### config.mk
export PLATFORM = sky130hd
export DESIGN_NAME = date_range_walker_unit
export DESIGN_NICKNAME = d
export VERILOG_FILES = /design/src/sv/drw_pkg.sv /design/src/sv/drw_mod7.sv /design/src/sv/drw_step.sv /design/src/sv/date_range_walker_unit.sv
export SDC_FILE = /design/constraint.sdc
export NUM_CORES = 1
export LEC_CHECK = 0
export BUFFER_PORTS_ARGS = -buffer_cell sky130_fd_sc_hd__buf_2
export CELL_PAD_IN_SITES_DETAIL_PLACEMENT = 1
export CELL_PAD_IN_SITES_GLOBAL_PLACEMENT = 2
export CORE_ASPECT_RATIO = 1.5
export CORE_UTILIZATION = 39
export DETAILED_ROUTE_END_ITERATION = 7
export PLACE_DENSITY = 0.88
export SLEW_MARGIN = 10
export SYNTH_ARGS = -nofsm -noshare
export SYNTH_HDL_FRONTEND = slang
export SYNTH_SLANG_ARGS = --single-unit
### constraint.sdc
create_clock -name clock -period 19.3 [get_ports clock]
set_clock_uncertainty 0.15 [all_clocks]
set_input_delay 2.895 -clock clock [delete_from_list [all_inputs] [get_ports clock]]
set_output_delay 2.895 -clock clock [all_outputs]
set_load 0.01 [all_outputs]
### src/sv/drw_pkg.sv
package drw_pkg;

   localparam int YEAR_W     = 12;
   localparam int MONTH_W    = 4;
   localparam int DAY_W      = 5;
   localparam int WD_W       = 3;
   localparam int STATUS_W   = 2;
   localparam int DATE_W     = YEAR_W + MONTH_W + DAY_W;
   // whole bytes
   localparam int REQ_DATA_W = ((2 * DATE_W + 7) / 8) * 8;
   localparam int RSP_DATA_W = ((DATE_W + WD_W + 7) / 8) * 8;
   localparam int SUM_W      = 5;

   localparam logic [YEAR_W-1:0] EPOCH_YEAR = YEAR_W'(1970);

   typedef enum logic {
      OP_LOAD    = 1'b0,
      OP_ADVANCE = 1'b1
   } op_type;

   typedef enum logic [STATUS_W-1:0] {
      ST_IN_RANGE = 2'd0,
      ST_LAST     = 2'd1,
      ST_DONE     = 2'd2,
      ST_BAD      = 2'd3
   } status_type;

   // year in the top bits, so a plain compare orders dates
   typedef struct packed {
      logic [YEAR_W-1:0]  year;
      logic [MONTH_W-1:0] month;
      logic [DAY_W-1:0]   day;
   } date_type;

   function automatic logic date_ok(input date_type d);
      logic ok;
      ok = (d.month >= MONTH_W'(1)) && (d.month <= MONTH_W'(12)) &&
           (d.day != DAY_W'(0)) &&
           !((d.month == MONTH_W'(2)) && (d.day > DAY_W'(29))) &&
           (d.year >= EPOCH_YEAR);
      return ok;
   endfunction

   // (day - 1) mod 7 for day 1..31
   function automatic logic [WD_W-1:0] day_mod7(input logic [DAY_W-1:0] day);
      logic [DAY_W-1:0] v;
      logic [DAY_W-1:0] r;
      v = day - DAY_W'(1);
      if (v >= DAY_W'(28))      r = v - DAY_W'(28);
      else if (v >= DAY_W'(21)) r = v - DAY_W'(21);
      else if (v >= DAY_W'(14)) r = v - DAY_W'(14);
      else if (v >= DAY_W'(7))  r = v - DAY_W'(7);
      else                      r = v;
      return r[WD_W-1:0];
   endfunction

   // days before the month (common year), mod 7
   function automatic logic [WD_W-1:0] month_mod7(input logic [MONTH_W-1:0] m);
      logic [WD_W-1:0] r;
      case (m)
         4'd1:    r = 3'd0;
         4'd2:    r = 3'd3;
         4'd3:    r = 3'd3;
         4'd4:    r = 3'd6;
         4'd5:    r = 3'd1;
         4'd6:    r = 3'd4;
         4'd7:    r = 3'd6;
         4'd8:    r = 3'd2;
         4'd9:    r = 3'd5;
         4'd10:   r = 3'd0;
         4'd11:   r = 3'd3;
         4'd12:   r = 3'd5;
         default: r = 3'd0;
      endcase
      return r;
   endfunction

endpackage

### src/sv/drw_mod7.sv
module drw_mod7 (
   input  logic [drw_pkg::SUM_W-1:0] sum_i,
   output logic [drw_pkg::WD_W-1:0]  rem_o
);

   logic [drw_pkg::SUM_W-1:0] r;

   // operand stays below 21
   always_comb begin
      if (sum_i >= drw_pkg::SUM_W'(14))     r = sum_i - drw_pkg::SUM_W'(14);
      else if (sum_i >= drw_pkg::SUM_W'(7)) r = sum_i - drw_pkg::SUM_W'(7);
      else                                  r = sum_i;
   end

   assign rem_o = r[drw_pkg::WD_W-1:0];

endmodule

### src/sv/drw_step.sv
module drw_step (
   input  drw_pkg::date_type date_i,
   output drw_pkg::date_type date_o,
   output logic              wrap_o
);

   logic [drw_pkg::DAY_W-1:0] len;
   logic [drw_pkg::DAY_W:0]   day_inc;

   always_comb begin
      if (date_i.month == drw_pkg::MONTH_W'(2))
         len = drw_pkg::DAY_W'(28) + drw_pkg::DAY_W'(date_i.year[1:0] == 2'b00);
      else if ((date_i.month[0] && date_i.month <= drw_pkg::MONTH_W'(7)) ||
               (!date_i.month[0] && date_i.month >= drw_pkg::MONTH_W'(8)))
         len = drw_pkg::DAY_W'(31);
      else
         len = drw_pkg::DAY_W'(30);

      day_inc = {1'b0, date_i.day} + (drw_pkg::DAY_W+1)'(1);
      date_o  = date_i;
      wrap_o  = 1'b0;
      if (day_inc > {1'b0, len}) begin
         date_o.day = drw_pkg::DAY_W'(1);
         if (date_i.month >= drw_pkg::MONTH_W'(12)) begin
            date_o.month = drw_pkg::MONTH_W'(1);
            date_o.year  = date_i.year + drw_pkg::YEAR_W'(1);
            wrap_o       = &date_i.year;
         end else begin
            date_o.month = date_i.month + drw_pkg::MONTH_W'(1);
         end
      end else begin
         date_o.day = day_inc[drw_pkg::DAY_W-1:0];
      end
   end

endmodule

### src/sv/date_range_walker_unit.sv
// Date range walker. A load item (req_tuser = 0) carries two dates; both must
// have month 1..12, day 1..31, February day at most 29 and year 1970 or later,
// else one result with status 3 and all-zero data comes back and nothing
// changes. On a good load the earlier date becomes the current date, the later
// one the end date, and the weekday of the start is built by walking the years
// from 1970 one per cycle through a shared mod-7 adder, and no new item is
// taken until its result is registered. An advance item (req_tuser = 1)
// steps one calendar day and, unless the result output stalls, may be followed
// by another item in the next cycle. Every item gives exactly one result:
// status 0 in range, 1 on the end date, 2 once past the end (or with no range
// loaded), 3 for a rejected load. Every fourth year is taken as a leap year.
module date_range_walker_unit (
   input  logic                           clock,
   input  logic                           reset,
   input  logic                           req_tvalid,
   output logic                           req_tready,
   // [4:0] first_day, [8:5] first_month, [20:9] first_year,
   // [25:21] second_day, [29:26] second_month, [41:30] second_year, rest zero
   input  logic [drw_pkg::REQ_DATA_W-1:0] req_tdata,
   // [0] operation
   input  logic                           req_tuser,
   output logic                           rsp_tvalid,
   input  logic                           rsp_tready,
   // [4:0] date_day, [8:5] date_month, [20:9] date_year, [23:21] weekday
   output logic [drw_pkg::RSP_DATA_W-1:0] rsp_tdata,
   // [1:0] status
   output logic [drw_pkg::STATUS_W-1:0]   rsp_tuser
);

   typedef enum logic [1:0] {
      S_IDLE  = 2'b01,   // taking items
      S_YEARS = 2'b10    // weekday walk over years
   } state_type;

   state_type                     state_ff, state_in;
   drw_pkg::date_type             cur_ff, cur_in;
   drw_pkg::date_type             stop_ff, stop_in;
   logic [drw_pkg::WD_W-1:0]      wd_ff, wd_in;
   logic                          active_ff, active_in;
   logic [drw_pkg::YEAR_W-1:0]    yr_ff, yr_in;

   logic                          rsp_valid_ff, rsp_valid_in;
   drw_pkg::status_type           rsp_status_ff, rsp_status_in;
   drw_pkg::date_type             rsp_date_ff, rsp_date_in;
   logic [drw_pkg::WD_W-1:0]      rsp_wd_ff, rsp_wd_in;

   drw_pkg::date_type             first, second, lo, hi;
   drw_pkg::op_type               op;
   logic                          ok1, ok2, swap, out_free, take, year_done;
   logic [drw_pkg::SUM_W-1:0]     m7_sum;
   logic [drw_pkg::WD_W-1:0]      m7_rem;
   drw_pkg::date_type             step_date;
   logic                          step_wrap;

   // ---- load decode ----
   assign first  = drw_pkg::date_type'(req_tdata[drw_pkg::DATE_W-1:0]);
   assign second = drw_pkg::date_type'(req_tdata[2*drw_pkg::DATE_W-1:drw_pkg::DATE_W]);
   assign op     = drw_pkg::op_type'(req_tuser);
   assign ok1    = drw_pkg::date_ok(first);
   assign ok2    = drw_pkg::date_ok(second);
   assign swap   = first > second;
   assign lo     = swap ? second : first;
   assign hi     = swap ? first : second;

   // output register frees up in the same cycle it is taken
   assign out_free   = !rsp_valid_ff || rsp_tready;
   assign req_tready = (state_ff == S_IDLE) && out_free;
   assign take       = req_tvalid && req_tready;
   assign year_done  = yr_ff == cur_ff.year;

   // ---- shared mod-7 adder operand ----
   always_comb begin
      case (state_ff)
         S_IDLE: begin
            if (op == drw_pkg::OP_LOAD)
               // day and month part of the start date, plus leap day
               m7_sum = drw_pkg::SUM_W'(drw_pkg::day_mod7(lo.day)) +
                        drw_pkg::SUM_W'(drw_pkg::month_mod7(lo.month)) +
                        drw_pkg::SUM_W'((lo.year[1:0] == 2'b00) &&
                                        (lo.month > drw_pkg::MONTH_W'(2)));
            else
               m7_sum = drw_pkg::SUM_W'(wd_ff) + drw_pkg::SUM_W'(1);
         end
         S_YEARS: begin
            // 365 = 1 mod 7, 366 = 2 mod 7
            m7_sum = drw_pkg::SUM_W'(wd_ff) + drw_pkg::SUM_W'(1) +
                     drw_pkg::SUM_W'(yr_ff[1:0] == 2'b00);
         end
         default: m7_sum = '0;
      endcase
   end

   drw_mod7 u_mod7 (
      .sum_i (m7_sum),
      .rem_o (m7_rem)
   );

   drw_step u_step (
      .date_i (cur_ff),
      .date_o (step_date),
      .wrap_o (step_wrap)
   );

   // ---- sequencer ----
   always_comb begin
      state_in      = state_ff;
      cur_in        = cur_ff;
      stop_in       = stop_ff;
      wd_in         = wd_ff;
      active_in     = active_ff;
      yr_in         = yr_ff;
      rsp_valid_in  = rsp_valid_ff && !rsp_tready;
      rsp_status_in = rsp_status_ff;
      rsp_date_in   = rsp_date_ff;
      rsp_wd_in     = rsp_wd_ff;

      case (state_ff)
         S_IDLE: begin
            if (take) begin
               case (op)
                  drw_pkg::OP_LOAD: begin
                     if (!(ok1 && ok2)) begin
                        rsp_valid_in  = 1'b1;
                        rsp_status_in = drw_pkg::ST_BAD;
                        rsp_date_in   = '0;
                        rsp_wd_in     = '0;
                     end else begin
                        cur_in    = lo;
                        stop_in   = hi;
                        wd_in     = m7_rem;
                        active_in = 1'b1;
                        yr_in     = drw_pkg::EPOCH_YEAR;
                        state_in  = S_YEARS;
                     end
                  end
                  drw_pkg::OP_ADVANCE: begin
                     rsp_valid_in = 1'b1;
                     if (!active_ff) begin
                        // no range: report held date
                        rsp_status_in = drw_pkg::ST_DONE;
                        rsp_date_in   = cur_ff;
                        rsp_wd_in     = wd_ff;
                     end else begin
                        cur_in      = step_date;
                        wd_in       = m7_rem;
                        rsp_date_in = step_date;
                        rsp_wd_in   = m7_rem;
                        if (step_wrap || step_date > stop_ff) begin
                           rsp_status_in = drw_pkg::ST_DONE;
                           active_in     = 1'b0;
                        end else if (step_date == stop_ff) begin
                           rsp_status_in = drw_pkg::ST_LAST;
                        end else begin
                           rsp_status_in = drw_pkg::ST_IN_RANGE;
                        end
                     end
                  end
                  default: ;
               endcase
            end
         end
         S_YEARS: begin
            if (year_done) begin
               if (out_free) begin
                  rsp_valid_in  = 1'b1;
                  rsp_status_in = (cur_ff == stop_ff) ? drw_pkg::ST_LAST
                                                      : drw_pkg::ST_IN_RANGE;
                  rsp_date_in   = cur_ff;
                  rsp_wd_in     = wd_ff;
                  state_in      = S_IDLE;
               end
            end else begin
               wd_in = m7_rem;
               yr_in = yr_ff + drw_pkg::YEAR_W'(1);
            end
         end
         default: state_in = S_IDLE;
      endcase
   end

   always_ff @(posedge clock) begin
      if (reset) begin
         state_ff     <= S_IDLE;
         cur_ff       <= '{year: drw_pkg::EPOCH_YEAR, month: drw_pkg::MONTH_W'(1),
                           day: drw_pkg::DAY_W'(1)};
         stop_ff      <= '{year: drw_pkg::EPOCH_YEAR, month: drw_pkg::MONTH_W'(1),
                           day: drw_pkg::DAY_W'(1)};
         wd_ff        <= '0;
         active_ff    <= 1'b0;
         rsp_valid_ff <= 1'b0;
      end else begin
         state_ff     <= state_in;
         cur_ff       <= cur_in;
         stop_ff      <= stop_in;
         wd_ff        <= wd_in;
         active_ff    <= active_in;
         rsp_valid_ff <= rsp_valid_in;
      end
   end

   // payload, no reset
   always_ff @(posedge clock) begin
      yr_ff         <= yr_in;
      rsp_status_ff <= rsp_status_in;
      rsp_date_ff   <= rsp_date_in;
      rsp_wd_ff     <= rsp_wd_in;
   end

   assign rsp_tvalid = rsp_valid_ff;
   assign rsp_tuser  = rsp_status_ff;
   assign rsp_tdata  = drw_pkg::RSP_DATA_W'({rsp_wd_ff, rsp_date_ff});

endmodule

==> results.env, run 1 <==
RUN_STATUS='complete, no violations'
SLEW_HEADROOM_PCT=22.6
GRT_PASS1_VIAS=7562
WORST_SETUP_HOLD_PATH_CLK_SLEW_NS=0.06
FIN_WS_NS=8.10
POST-ROUTE-PERIOD-UTIL_PCT=58.0
MAX_SLEW.WORST_PIN.SLEW_NS=1.16
REGISTER_AREA_MM2=0.00212
SYN_TO_FINAL_GROWTH_PCT=9.89
YS_WARN_COUNT=0
MULTI_INPUT_COMB_AREA_MM2=0.00509
GLOBAL_ROUTE_WIRE_LENGTH_BEFORE_REPAIR_UM=39200
MAXCAPVIOLCOUNT=0
FIRST_ITER_VIOLATIONS=271
WL_PER_CELL_UM=18.5
ARRIVAL_NS=11.14
ANTENNADIODECOUNT=0
CHIPHEIGHT_UM=175
SYNTH_CELLS=987
FILLER_CELLS_INSERTED=2407
GRT_ANTENNA_BEFORE_REPAIR=0
REG2REG_SLACK_NS=14.33
CRITICAL_PATH.ENDPOINT_TYPE='flip-flop'
POST_CTS.RESIZED_INSTANCES=0
DRIVE_GT1_SHARE_PCT=12.6
CLOCK_PATH_BUFFERS=2
CTS_MAX_LEVEL=3
VIAS=7256
STDCELL_COUNT=1274
SLEW_VIOL_FINAL=0
PORT_BUFFERS=74
INITIAL_UTILIZATION_PCT=40.1
POWER_LEAKAGE_nW=3.50
FINAL_CELL_MIX='sky130_fd_sc_hd__nor2_1 (99), sky130_fd_sc_hd__a21oi_1 (97), sky130_fd_sc_hd__nand2_1 (83)'
WORSTPATHREQUIRED_NS=19.24
SYN_AVG_CELL_AREA_UM2=7.85
LAYOUT_CELL_AREA_EXCL_FILL_MM2=0.00851
TOTALWIRELENGTH_UM=23600
PLACEDINSTANCEAREA_MM2=0.00825
DPL_WORST_SLACK_NS=7.90
POST-CTS-SETUP-BUFFERS=0
SYNTH_FLOP_CELL='sky130_fd_sc_hd__dfxtp_1'
TOTAL_POWER_mW=0.606
START_KIND='input pin'
GRT_START_MAX_NET_PINS=60
CORE-AREA_MM2=0.0193
SLOWEST_STAGE='sky130_fd_sc_hd__nor4_1'
HOLD_CLASS='flip-flop to flip-flop'
DRT_DRC_VIOLATIONS_LEFT=0
FINALSETUPVIOLCOUNT=0
GLOBALROUTEOVERFLOWTOTAL=0
CRIT_TYPE='input pin to flip-flop'
CLOCK-ROOT-BUFFER='sky130_fd_sc_hd__clkbuf_16'
POST-ROUTE-MIN-PERIOD_NS=11.20
FINALSETUPTNS_NS=0
SYNTH.NET_COUNT=1113
TIMING.CRITICAL_PATH.MAX_DELAY_FAMILY='compound AO/OA/AOI/OAI gates'
TOP_LEVEL_PORTS=81
DESIGN.DIE.AREA_MM2=0.0204
DIE_W_UM=117
FIN_NETS=1139
CTS_INSERTED_BUFFERS=9
POST-PLACE-CELLS=1258
VDD.IR_DROP.WORST_uV=35.9
MAX_CLOCK_FREQ_MHz=89.3
NUMBER_OF_ENABLE_FLIP_FLOP_CELLS_AFTER_SYNTHESIS=38
RSZ0062_AT_GRT='false'
CLOCK_TREE_FROM_TRITONCTS='built'
YS_FF_LATCH=87
CRITICAL-PATH-MAX-STAGE-DELAY_NS=0.64
CLOCK_LATENCY_NS=0.35
GRT_USE_TOTAL_PCT=24.7
ROUTE.ANTENNA.REMAINING_NETS=0
FINAL_HOLD_VIOL_COUNT=0
SYNTH-SEQ-AREA-SHARE_PCT=27.4
CTS_HOLD_BUF=0
MOST_AREA_HUNGRY_CELL_TYPE_IN_THE_YOSYS_NETLIST='sky130_fd_sc_hd__edfxtp_1'
POST_SYNTH_INSTANCE_AREA_MM2=0.00774
CTS_SINKS=87
FLOORPLAN.ROWS=62
ROUTABILITYCONGESTION=0.879
MOSTFREQUENTLAYOUTCELL='sky130_fd_sc_hd__nor2_1'
POST_SYNTH_MAIN_AREA_CONTRIBUTORS='sky130_fd_sc_hd__edfxtp_1 (15%), sky130_fd_sc_hd__dfxtp_1 (13%), sky130_fd_sc_hd__ha_1 (11%)'
CELLPOWERDENSITY_mW_PER_MM2=71.2
PLACE_HPWL_UM=18400
FIRST_PASS_ITERS=4
POSTSYNTH.ASYNCRESETSHARE_PCT=0
NETLIST.AREA_LEADER.SHARE_PCT=14.7
DETAIL_ROUTE.VIAS_PER_CELL=5.70
WORST-PATH-BUF-INV=6
CRITPATHMAXFANOUT=38
SYNTH.LIB_CELLS_USED.DISTINCT=73
metrics by stage:
| step | utilization [%] | hold WS, ns |
|---|---|---|
| floorplan | - | 0.302 |
| global placement | 42.7 | 0.316 |
| detailed placement | 42.7 | 0.330 |
| CTS | 44.1 | 0.346 |
| global route | 44.1 | 0.372 |
| finish | 44.1 | 0.343 |
flip-flops by register name (all words and copies together), names as in the netlist:
register,count
rsp_tuser,2
cur_ff,21
active_ff,1
rsp_tdata,21
state_ff,2
rsp_wd_ff,3
yr_ff,12
stop_ff,21
rsp_tvalid,1
wd_ff,3
area by class of cell:
type / instances / share of cell area (%)
Multi-Input combinational cell: 759 / 59.8
Tap cell: 256 / 3.76
Clock buffer: 11 / 2.73
Timing Repair Buffer: 85 / 5.32
Sequential cell: 87 / 24.9
Inverter: 71 / 3.13
Clock inverter: 5 / 0.309
Yosys cell counts (all sizes together), types with 6 or more instances:
| cell type | instances |
|---|---|
| xnor2 | 52 |
| a31oi | 7 |
| o22ai | 11 |
| dfxtp | 49 |
| a21oi | 99 |
| o211ai | 13 |
| clkbuf | 51 |
| mux2i | 11 |
| nand4 | 32 |
| a211oi | 26 |
| xor2 | 15 |
| nand3 | 24 |
| ha | 71 |
| o21ai | 55 |
| nor2b | 13 |
| nor3 | 13 |
| a211o | 11 |
| and2 | 8 |
| a21o | 13 |
| nand2b | 10 |
| buf | 19 |
| edfxtp | 38 |
| or2 | 8 |
| o31ai | 6 |
| nor4 | 7 |
| nand2 | 83 |
| nor2 | 101 |
| inv | 71 |
cells by family after synthesis:
family          Yosys count  synth area share [%]
simple gates            316                  19.9
compound gates          288                  24.1
buf+inv                 141                  7.11
flops                    87                  27.4
fa+ha+maj                73                  12.0
xor+xnor                 67                  7.58
mux                      15                  2.00
worst register-to-register path, cell delays in order (launching register included):
cell and delay [ns]:
sky130_fd_sc_hd__dfxtp_1 0.51, sky130_fd_sc_hd__inv_1 0.16, sky130_fd_sc_hd__ha_1 0.22, sky130_fd_sc_hd__nor2b_1 0.15, sky130_fd_sc_hd__a211oi_1 0.26, sky130_fd_sc_hd__a21oi_1 0.07, sky130_fd_sc_hd__ha_1 0.29, sky130_fd_sc_hd__nand2_1 0.07
sky130_fd_sc_hd__o2111ai_1 0.14, sky130_fd_sc_hd__a21boi_0 0.71, sky130_fd_sc_hd__buf_4 0.28, sky130_fd_sc_hd__o21ai_0 0.09, sky130_fd_sc_hd__a22o_1 0.26, sky130_fd_sc_hd__ha_1 0.31, sky130_fd_sc_hd__a21o_1 0.19, sky130_fd_sc_hd__a21oi_1 0.15
sky130_fd_sc_hd__o221ai_1 0.19, sky130_fd_sc_hd__a21oi_1 0.18, sky130_fd_sc_hd__o21bai_1 0.12, sky130_fd_sc_hd__o21ba_2 0.22
where the power goes:
part / leakage, nW / switching [mW] / internal (mW)
logic: 2.64 / 0.138 / 0.0910
registers: 0.743 / 0.0130 / 0.207
clock network: 0.127 / 0.0716 / 0.0862
routing by layer:
metal / wire, µm / vias up / global-route usage [%]
met2: 12100 / 124 / 44.2
met5: 0 / - / 0
met1: 10300 / 3534 / 30.5
li1: - / 3560 / -
met4: 578 / 0 / 8.76
met3: 582 / 38 / 2.01
worst paths after layout:
check / endpoint / from / depth (start not counted)
min reg2reg: state_ff[0]$_SDFFE_PP1P_ / state_ff[0]$_SDFFE_PP1P_ / 1
max reg2reg: rsp_tuser[1]$_SDFFCE_PP0P_ / cur_ff[5]$_SDFFE_PP1P_ / 19
max: rsp_wd_ff[0]$_DFFE_PP_ / req_tdata[29] / 37
min: state_ff[0]$_SDFFE_PP1P_ / state_ff[0]$_SDFFE_PP1P_ / 1
Note: power is estimated with default switching activity, not from simulation.
==> inputs of run 2 (changes only) <==
--- a/config.mk
+++ b/config.mk
@@ -9,9 +9,9 @@
 export CELL_PAD_IN_SITES_DETAIL_PLACEMENT = 1
 export CELL_PAD_IN_SITES_GLOBAL_PLACEMENT = 2
 export CORE_ASPECT_RATIO = 1.5
-export CORE_UTILIZATION = 39
+export CORE_UTILIZATION = 36
 export DETAILED_ROUTE_END_ITERATION = 7
-export PLACE_DENSITY = 0.88
+export PLACE_DENSITY = 0.82
 export SLEW_MARGIN = 10
 export SYNTH_ARGS = -nofsm -noshare
 export SYNTH_HDL_FRONTEND = slang
==> constraint.sdc (replaced) <==
create_clock -name clock -period 11 [get_ports clock]
set_clock_uncertainty 0.15 [all_clocks]
set_input_delay 1.65 -clock clock [delete_from_list [all_inputs] [get_ports clock]]
set_output_delay 1.65 -clock clock [all_outputs]
set_load 0.01 [all_outputs]
==> run 2 against run 1 <==
First-iteration DRC count grew 2.2%. Highest routed layer unchanged. Sequential power grew 75%. Critical path type unchanged. Critical path depth is the same. Clock power grew 97%. Worst hold slack lost 0.0088 ns. Non-clock buffer count grew 1.
==> results.env, run 2 (synthesis results as in run 1) <==
RUN_STATUS='complete, no violations'
POST-PLACE-CELLS=1271
RSZ0062_AT_GRT='false'
CTS_SINKS=87
VDD.IR_DROP.WORST_uV=75.8
MAX_CLOCK_FREQ_MHz=102
FINAL_HOLD_VIOL_COUNT=0
TOTALWIRELENGTH_UM=24300
CLOCK_PATH_BUFFERS=2
CRITPATHMAXFANOUT=14
FIN_WS_NS=1.23
GRT_USE_TOTAL_PCT=23.0
POWER_LEAKAGE_nW=3.53
DRIVE_GT1_SHARE_PCT=12.7
FIN_NETS=1140
PORT_BUFFERS=74
FIRST_ITER_VIOLATIONS=277
GRT_PASS1_VIAS=7293
FINALSETUPTNS_NS=0
POST-ROUTE-MIN-PERIOD_NS=9.77
PLACEDINSTANCEAREA_MM2=0.00827
GLOBALROUTEOVERFLOWTOTAL=0
FIRST_PASS_ITERS=4
SYN_TO_FINAL_GROWTH_PCT=10.6
INITIAL_UTILIZATION_PCT=36.8
CORE-AREA_MM2=0.0211
GRT_ANTENNA_BEFORE_REPAIR=0
GLOBAL_ROUTE_WIRE_LENGTH_BEFORE_REPAIR_UM=39300
CLOCK_TREE_FROM_TRITONCTS='built'
ANTENNADIODECOUNT=0
VIAS=7204
CLOCK_LATENCY_NS=0.35
CLOCK-ROOT-BUFFER='sky130_fd_sc_hd__clkbuf_16'
POST_CTS.RESIZED_INSTANCES=0
WORST_SETUP_HOLD_PATH_CLK_SLEW_NS=0.06
START_KIND='input pin'
CRITICAL-PATH-MAX-STAGE-DELAY_NS=0.58
FINALSETUPVIOLCOUNT=0
R2R_CELLS=19
STDCELL_COUNT=1287
FINAL_CELL_MIX='sky130_fd_sc_hd__nor2_1 (99), sky130_fd_sc_hd__a21oi_1 (97), sky130_fd_sc_hd__nand2_1 (83)'
DRT_DRC_VIOLATIONS_LEFT=0
CRIT_TYPE='input pin to flip-flop'
WORSTPATHREQUIRED_NS=11.06
CELLPOWERDENSITY_mW_PER_MM2=128
DETAIL_ROUTE.VIAS_PER_CELL=5.60
WORST_HOLD_PATH.NUM_CELLS=2
PLACE_HPWL_UM=18700
ROUTE.ANTENNA.REMAINING_NETS=0
POST-ROUTE-PERIOD-UTIL_PCT=88.8
POST-CTS-SETUP-BUFFERS=0
HOLD_CLASS='flip-flop to flip-flop'
TOP_LEVEL_PORTS=81
WL_PER_CELL_UM=18.9
TOTAL_POWER_mW=1.10
CRIT_TOP_CELL='sky130_fd_sc_hd__inv_1'
DESIGN.DIE.AREA_MM2=0.0221
SLEW_HEADROOM_PCT=26.5
CRITICAL_PATH.ENDPOINT_TYPE='flip-flop'
ROUTABILITYCONGESTION=0.853
MAXCAPVIOLCOUNT=0
CTS_MAX_LEVEL=3
MAX_SLEW.WORST_PIN.SLEW_NS=1.10
SLOWEST_STAGE='sky130_fd_sc_hd__nor4_1'
ARRIVAL_NS=9.83
CTS_HOLD_BUF=0
DIE_W_UM=122
GRT_START_MAX_NET_PINS=60
FLOORPLAN.ROWS=65
SLEW_VIOL_FINAL=0
CHIPHEIGHT_UM=182
CTS_INSERTED_BUFFERS=9
MOSTFREQUENTLAYOUTCELL='sky130_fd_sc_hd__nor2_1'
DPL_WORST_SLACK_NS=0.861
LAYOUT_CELL_AREA_EXCL_FILL_MM2=0.00857
[run 2: worst max-delay path, delay by kind of cell]
kind	cells	cell delay (ns)
AO/OA/AOI/OAI	14	2.61
XOR/XNOR	1	0.10
adder cells (fa/ha/maj)	6	1.96
buffers and inverters	6	0.59
multiplexers	2	0.54
AND/OR/NAND/NOR	8	2.36
[run 2: routing by layer]
layer	global-route usage [%]	wire length, µm	vias up
met4	9.04	736	0
met3	2.64	609	37
li1	-	-	3567
met1	28.2	10800	3486
met2	40.2	12100	114
met5	0	0	-
[run 2: per-stage QoR]
stage | utilization [%] | hold WS (ns)
CTS | 40.7 | 0.339
global route | 40.7 | 0.370
detailed placement | 39.3 | 0.330
global placement | 39.3 | 0.318
finish | 40.7 | 0.334
floorplan | - | 0.302
[run 2: worst paths after layout]
check	from	end	slack, ns
worst max-delay path	req_tdata[29]	wd_ff[2]$_SDFFE_PP0P_	1.23
worst max register to register	cur_ff[5]$_SDFFE_PP1P_	rsp_tuser[1]$_SDFFCE_PP0P_	5.98
worst min register to register	state_ff[1]$_SDFFE_PP0P_	state_ff[1]$_SDFFE_PP0P_	0.33
worst min-delay path	state_ff[1]$_SDFFE_PP0P_	state_ff[1]$_SDFFE_PP0P_	0.33
[run 2: power by group]
part	internal (mW)	total (mW)	switching [mW]
logic	0.160	0.403	0.243
registers	0.363	0.386	0.0231
clock network	0.181	0.311	0.129
total	0.704	1.10	0.395
[run 2: cell type report]
type	instances	area, µm²
fill	2598	12500
multi-input combinational	759	5090
sequential	87	2120
timing repair buffer	86	460
tap	268	335
inverter	71	267
clock buffer	12	246
clock inverter	4	45.0
==> inputs of run 3 (changes only) <==
--- a/config.mk
+++ b/config.mk
@@ -12,6 +12,7 @@
 export CORE_UTILIZATION = 36
 export DETAILED_ROUTE_END_ITERATION = 7
 export PLACE_DENSITY = 0.82
+export REMOVE_ABC_BUFFERS = 1
 export SLEW_MARGIN = 10
 export SYNTH_ARGS = -nofsm -noshare
 export SYNTH_HDL_FRONTEND = slang
==> constraint.sdc (replaced) <==
create_clock -name clock -period 9.8 [get_ports clock]
set_clock_uncertainty 0.15 [all_clocks]
set_input_delay 1.47 -clock clock [delete_from_list [all_inputs] [get_ports clock]]
set_output_delay 1.47 -clock clock [all_outputs]
set_load 0.01 [all_outputs]
==> run 3 against run 2 <==
Setup slack worse by 0.34 ns. Global-route usage increased by 0.81 points. Register-to-register slack lost 1.2 ns. Cell area increased by 0.96%. Sequential power rose by 12%. Worst hold slack better by 0.0075 ns. Non-clock buffer count rose by 6. Flip-flop and latch count stayed put. Die area is the same. Largest power group unchanged.
==> results.env, run 3 (synthesis results as in run 1) <==
RUN_STATUS='complete, no violations'
SLEW_VIOL_FINAL=0
PLACEDINSTANCEAREA_MM2=0.00832
ROUTE.ANTENNA.REMAINING_NETS=0
SLOWEST_STAGE='sky130_fd_sc_hd__mux2i_1'
CLOCK-ROOT-BUFFER='sky130_fd_sc_hd__clkbuf_16'
COMBPWRFRAC_PCT=35.8
GLOBALROUTEOVERFLOWTOTAL=0
FIN_NETS=1146
TIMING.CRITICAL_PATH.MAX_DELAY_FAMILY='simple AND/OR/NAND/NOR gates'
PART_OF_THE_POWER_IN_THE_CLOCK_NETWORK_PCT=30.1
LAYOUT_CELL_AREA_EXCL_FILL_MM2=0.00865
FIRST_PASS_ITERS=4
CELLPOWERDENSITY_mW_PER_MM2=147
CORE-AREA_MM2=0.0211
REGISTER_AREA_MM2=0.00212
FINALSETUPTNS_NS=0
WL_PER_CELL_UM=19.5
CRITICAL_PATH.ENDPOINT_TYPE='flip-flop'
GRT_START_MAX_NET_PINS=49
DIE_W_UM=122
FIRST_ITER_VIOLATIONS=364
START_KIND='input pin'
GRT_USE_TOTAL_PCT=23.8
REG2REG_SLACK_NS=4.82
RSZ0062_AT_GRT='false'
GRT_PASS1_VIAS=7429
DRT_DRC_VIOLATIONS_LEFT=0
MAX_SLEW.WORST_PIN.SLEW_NS=1.05
SYN_TO_FINAL_GROWTH_PCT=11.7
CAPTURE_INSTANCE_OF_THE_WORST_REGISTER_TO_REGISTER_PATH='rsp_tuser[1]$_SDFFCE_PP0P_'
ROUTABILITYCONGESTION=0.880
CTS_MAX_LEVEL=3
WORSTPATHREQUIRED_NS=9.86
CTS_SINKS=87
CLOCK_PATH_BUFFERS=2
FINAL_HOLD_VIOL_COUNT=0
POWER.SWITCHING_FRACTION_PCT=35.6
CLOCK_LATENCY_NS=0.36
FINALSETUPVIOLCOUNT=0
MIN_TO='state_ff[1]$_SDFFE_PP0P_'
DRIVE_GT1_SHARE_PCT=13.5
ANTENNADIODECOUNT=0
CTS_HOLD_BUF=0
CTS_INSERTED_BUFFERS=9
WORST_SETUP_HOLD_PATH_CLK_SLEW_NS=0.07
STDCELL_COUNT=1293
MIN_DELAY_SRC='state_ff[1]$_SDFFE_PP0P_'
POST-PLACE-CELLS=1277
PLACE_HPWL_UM=19600
WORST_HOLD_PATH.NUM_CELLS=2
PORT_BUFFERS=74
INTERNAL_POWER_mW=0.819
FILLER_CELLS_INSERTED=2598
MOSTFREQUENTLAYOUTCELL='sky130_fd_sc_hd__nor2_1'
POST-ROUTE-PERIOD-UTIL_PCT=90.9
MULTI_INPUT_COMB_AREA_MM2=0.00509
MAXCAPVIOLCOUNT=0
FLOORPLAN.ROWS=65
SLEW_HEADROOM_PCT=29.8
POST-CTS-SETUP-BUFFERS=0
CRIT_TYPE='input pin to flip-flop'
INITIAL_UTILIZATION_PCT=36.8
GLOBAL_ROUTE_WIRE_LENGTH_BEFORE_REPAIR_UM=40500
POST-ROUTE-MIN-PERIOD_NS=8.91
R2R_CELLS=21
R2R_START='cur_ff[5]$_SDFFE_PP1P_'
WORST-PATH-BUF-INV=6
DESIGN.DIE.AREA_MM2=0.0221
POWER_LEAKAGE_nW=3.57
DETAIL_ROUTE.VIAS_PER_CELL=5.62
CHIPHEIGHT_UM=182
ARRIVAL_NS=8.97
CLOCK_TREE_FROM_TRITONCTS='built'
TOTALWIRELENGTH_UM=25200
TOP_LEVEL_PORTS=81
HOLD_CLASS='flip-flop to flip-flop'
MAX_CLOCK_FREQ_MHz=112
P_SW_mW=0.452
VIAS=7268
POST_CTS.RESIZED_INSTANCES=0
POWER.SHARE.SEQUENTIAL_PCT=34.1
FINAL_CELL_MIX='sky130_fd_sc_hd__nor2_1 (98), sky130_fd_sc_hd__a21oi_1 (97), sky130_fd_sc_hd__nand2_1 (83)'
CRITICAL-PATH-MAX-STAGE-DELAY_NS=0.48
VDD.IR_DROP.WORST_uV=89.3
CRITPATHMAXFANOUT=13
GRT_ANTENNA_BEFORE_REPAIR=0
## run 3: cell count changes in the layout (fill, tap and decap cells not counted)
cell / delta
sky130_fd_sc_hd__clkinv_4: +2
sky130_fd_sc_hd__nor2_2: +1
sky130_fd_sc_hd__ha_1: -1
sky130_fd_sc_hd__inv_4: -1
sky130_fd_sc_hd__clkbuf_1: -1
sky130_fd_sc_hd__nor2_1: -1
sky130_fd_sc_hd__ha_2: +1
sky130_fd_sc_hd__buf_4: +6
sky130_fd_sc_hd__bufinv_16: +1
sky130_fd_sc_hd__clkinv_2: -1
## run 3: cell type report
cell class	count	area share [%]
Multi-Input combinational cell	759	58.9
Inverter	71	3.08
Sequential cell	87	24.5
Timing Repair Buffer	92	5.84
Clock inverter	5	0.940
Clock buffer	11	2.81
Tap cell	268	3.88
## run 3: per-stage QoR
stage / power (mW) / setup WS, ns / util (%) / hold slack [ns]
6_report: 1.27 / 0.887 / 41.1 / 0.342
5_1_grt: 1.36 / 0.305 / 41.1 / 0.372
4_1_cts: 1.29 / 0.910 / 41.0 / 0.350
3_5_place_dp: 0.899 / 0.558 / 39.5 / 0.340
3_3_place_gp: 0.885 / 0.681 / 39.5 / 0.319
2_1_floorplan: 0.741 / 1.27 / - / 0.302
## run 3: worst max-delay path by stage
stage / from / to / slack (ns) / cells past startpoint
floorplan: req_tdata[40] / rsp_wd_ff[1]$_DFFE_PP_ / 1.27 / 36
global placement: req_tdata[37] / rsp_wd_ff[1]$_DFFE_PP_ / 0.68 / 36
detailed placement: req_tdata[37] / wd_ff[1]$_SDFFE_PP0P_ / 0.56 / 38
CTS: req_tdata[37] / wd_ff[1]$_SDFFE_PP0P_ / 0.91 / 37
global route: req_tdata[37] / wd_ff[1]$_SDFFE_PP0P_ / 0.30 / 37
finish: req_tdata[37] / wd_ff[1]$_SDFFE_PP0P_ / 0.89 / 37
## run 3: power by group through the flow
| stage | logic (mW) | clock network [mW] | registers, mW |
|---|---|---|---|
| finish | 0.455 | 0.383 | 0.433 |
| global route | 0.514 | 0.404 | 0.437 |
| CTS | 0.461 | 0.392 | 0.434 |
| detailed placement | 0.458 | 0 | 0.442 |
| global placement | 0.445 | 0 | 0.440 |
| floorplan | 0.297 | 0 | 0.444 |
## run 3: worst register-to-register path: stages, from the launching register on
cell and delay [ns]:
sky130_fd_sc_hd__dfxtp_1 0.51, sky130_fd_sc_hd__inv_1 0.15, sky130_fd_sc_hd__ha_1 0.21, sky130_fd_sc_hd__nor2b_1 0.14, sky130_fd_sc_hd__a211oi_1 0.28, sky130_fd_sc_hd__a21oi_1 0.09, sky130_fd_sc_hd__ha_1 0.30, sky130_fd_sc_hd__nand2_1 0.08
sky130_fd_sc_hd__o2111ai_1 0.15, sky130_fd_sc_hd__a21oi_1 0.19, sky130_fd_sc_hd__buf_4 0.22, sky130_fd_sc_hd__and4_1 0.35, sky130_fd_sc_hd__nand3_1 0.16, sky130_fd_sc_hd__xnor2_1 0.18, sky130_fd_sc_hd__ha_1 0.31, sky130_fd_sc_hd__a21o_1 0.18
sky130_fd_sc_hd__a21o_1 0.18, sky130_fd_sc_hd__a21oi_1 0.27, sky130_fd_sc_hd__o211ai_1 0.16, sky130_fd_sc_hd__a21oi_1 0.16, sky130_fd_sc_hd__o21bai_1 0.12, sky130_fd_sc_hd__o21ba_2 0.21
## run 3: layer usage
metal / vias up / share of wire [%] / track usage [%]
li1: 3579 / - / -
met1: 3566 / 44 / 28.7
met2: 97 / 52 / 43.5
met3: 26 / 1.8 / 2.39
met4: 0 / 2.0 / 7.26
met5: - / 0 / 0
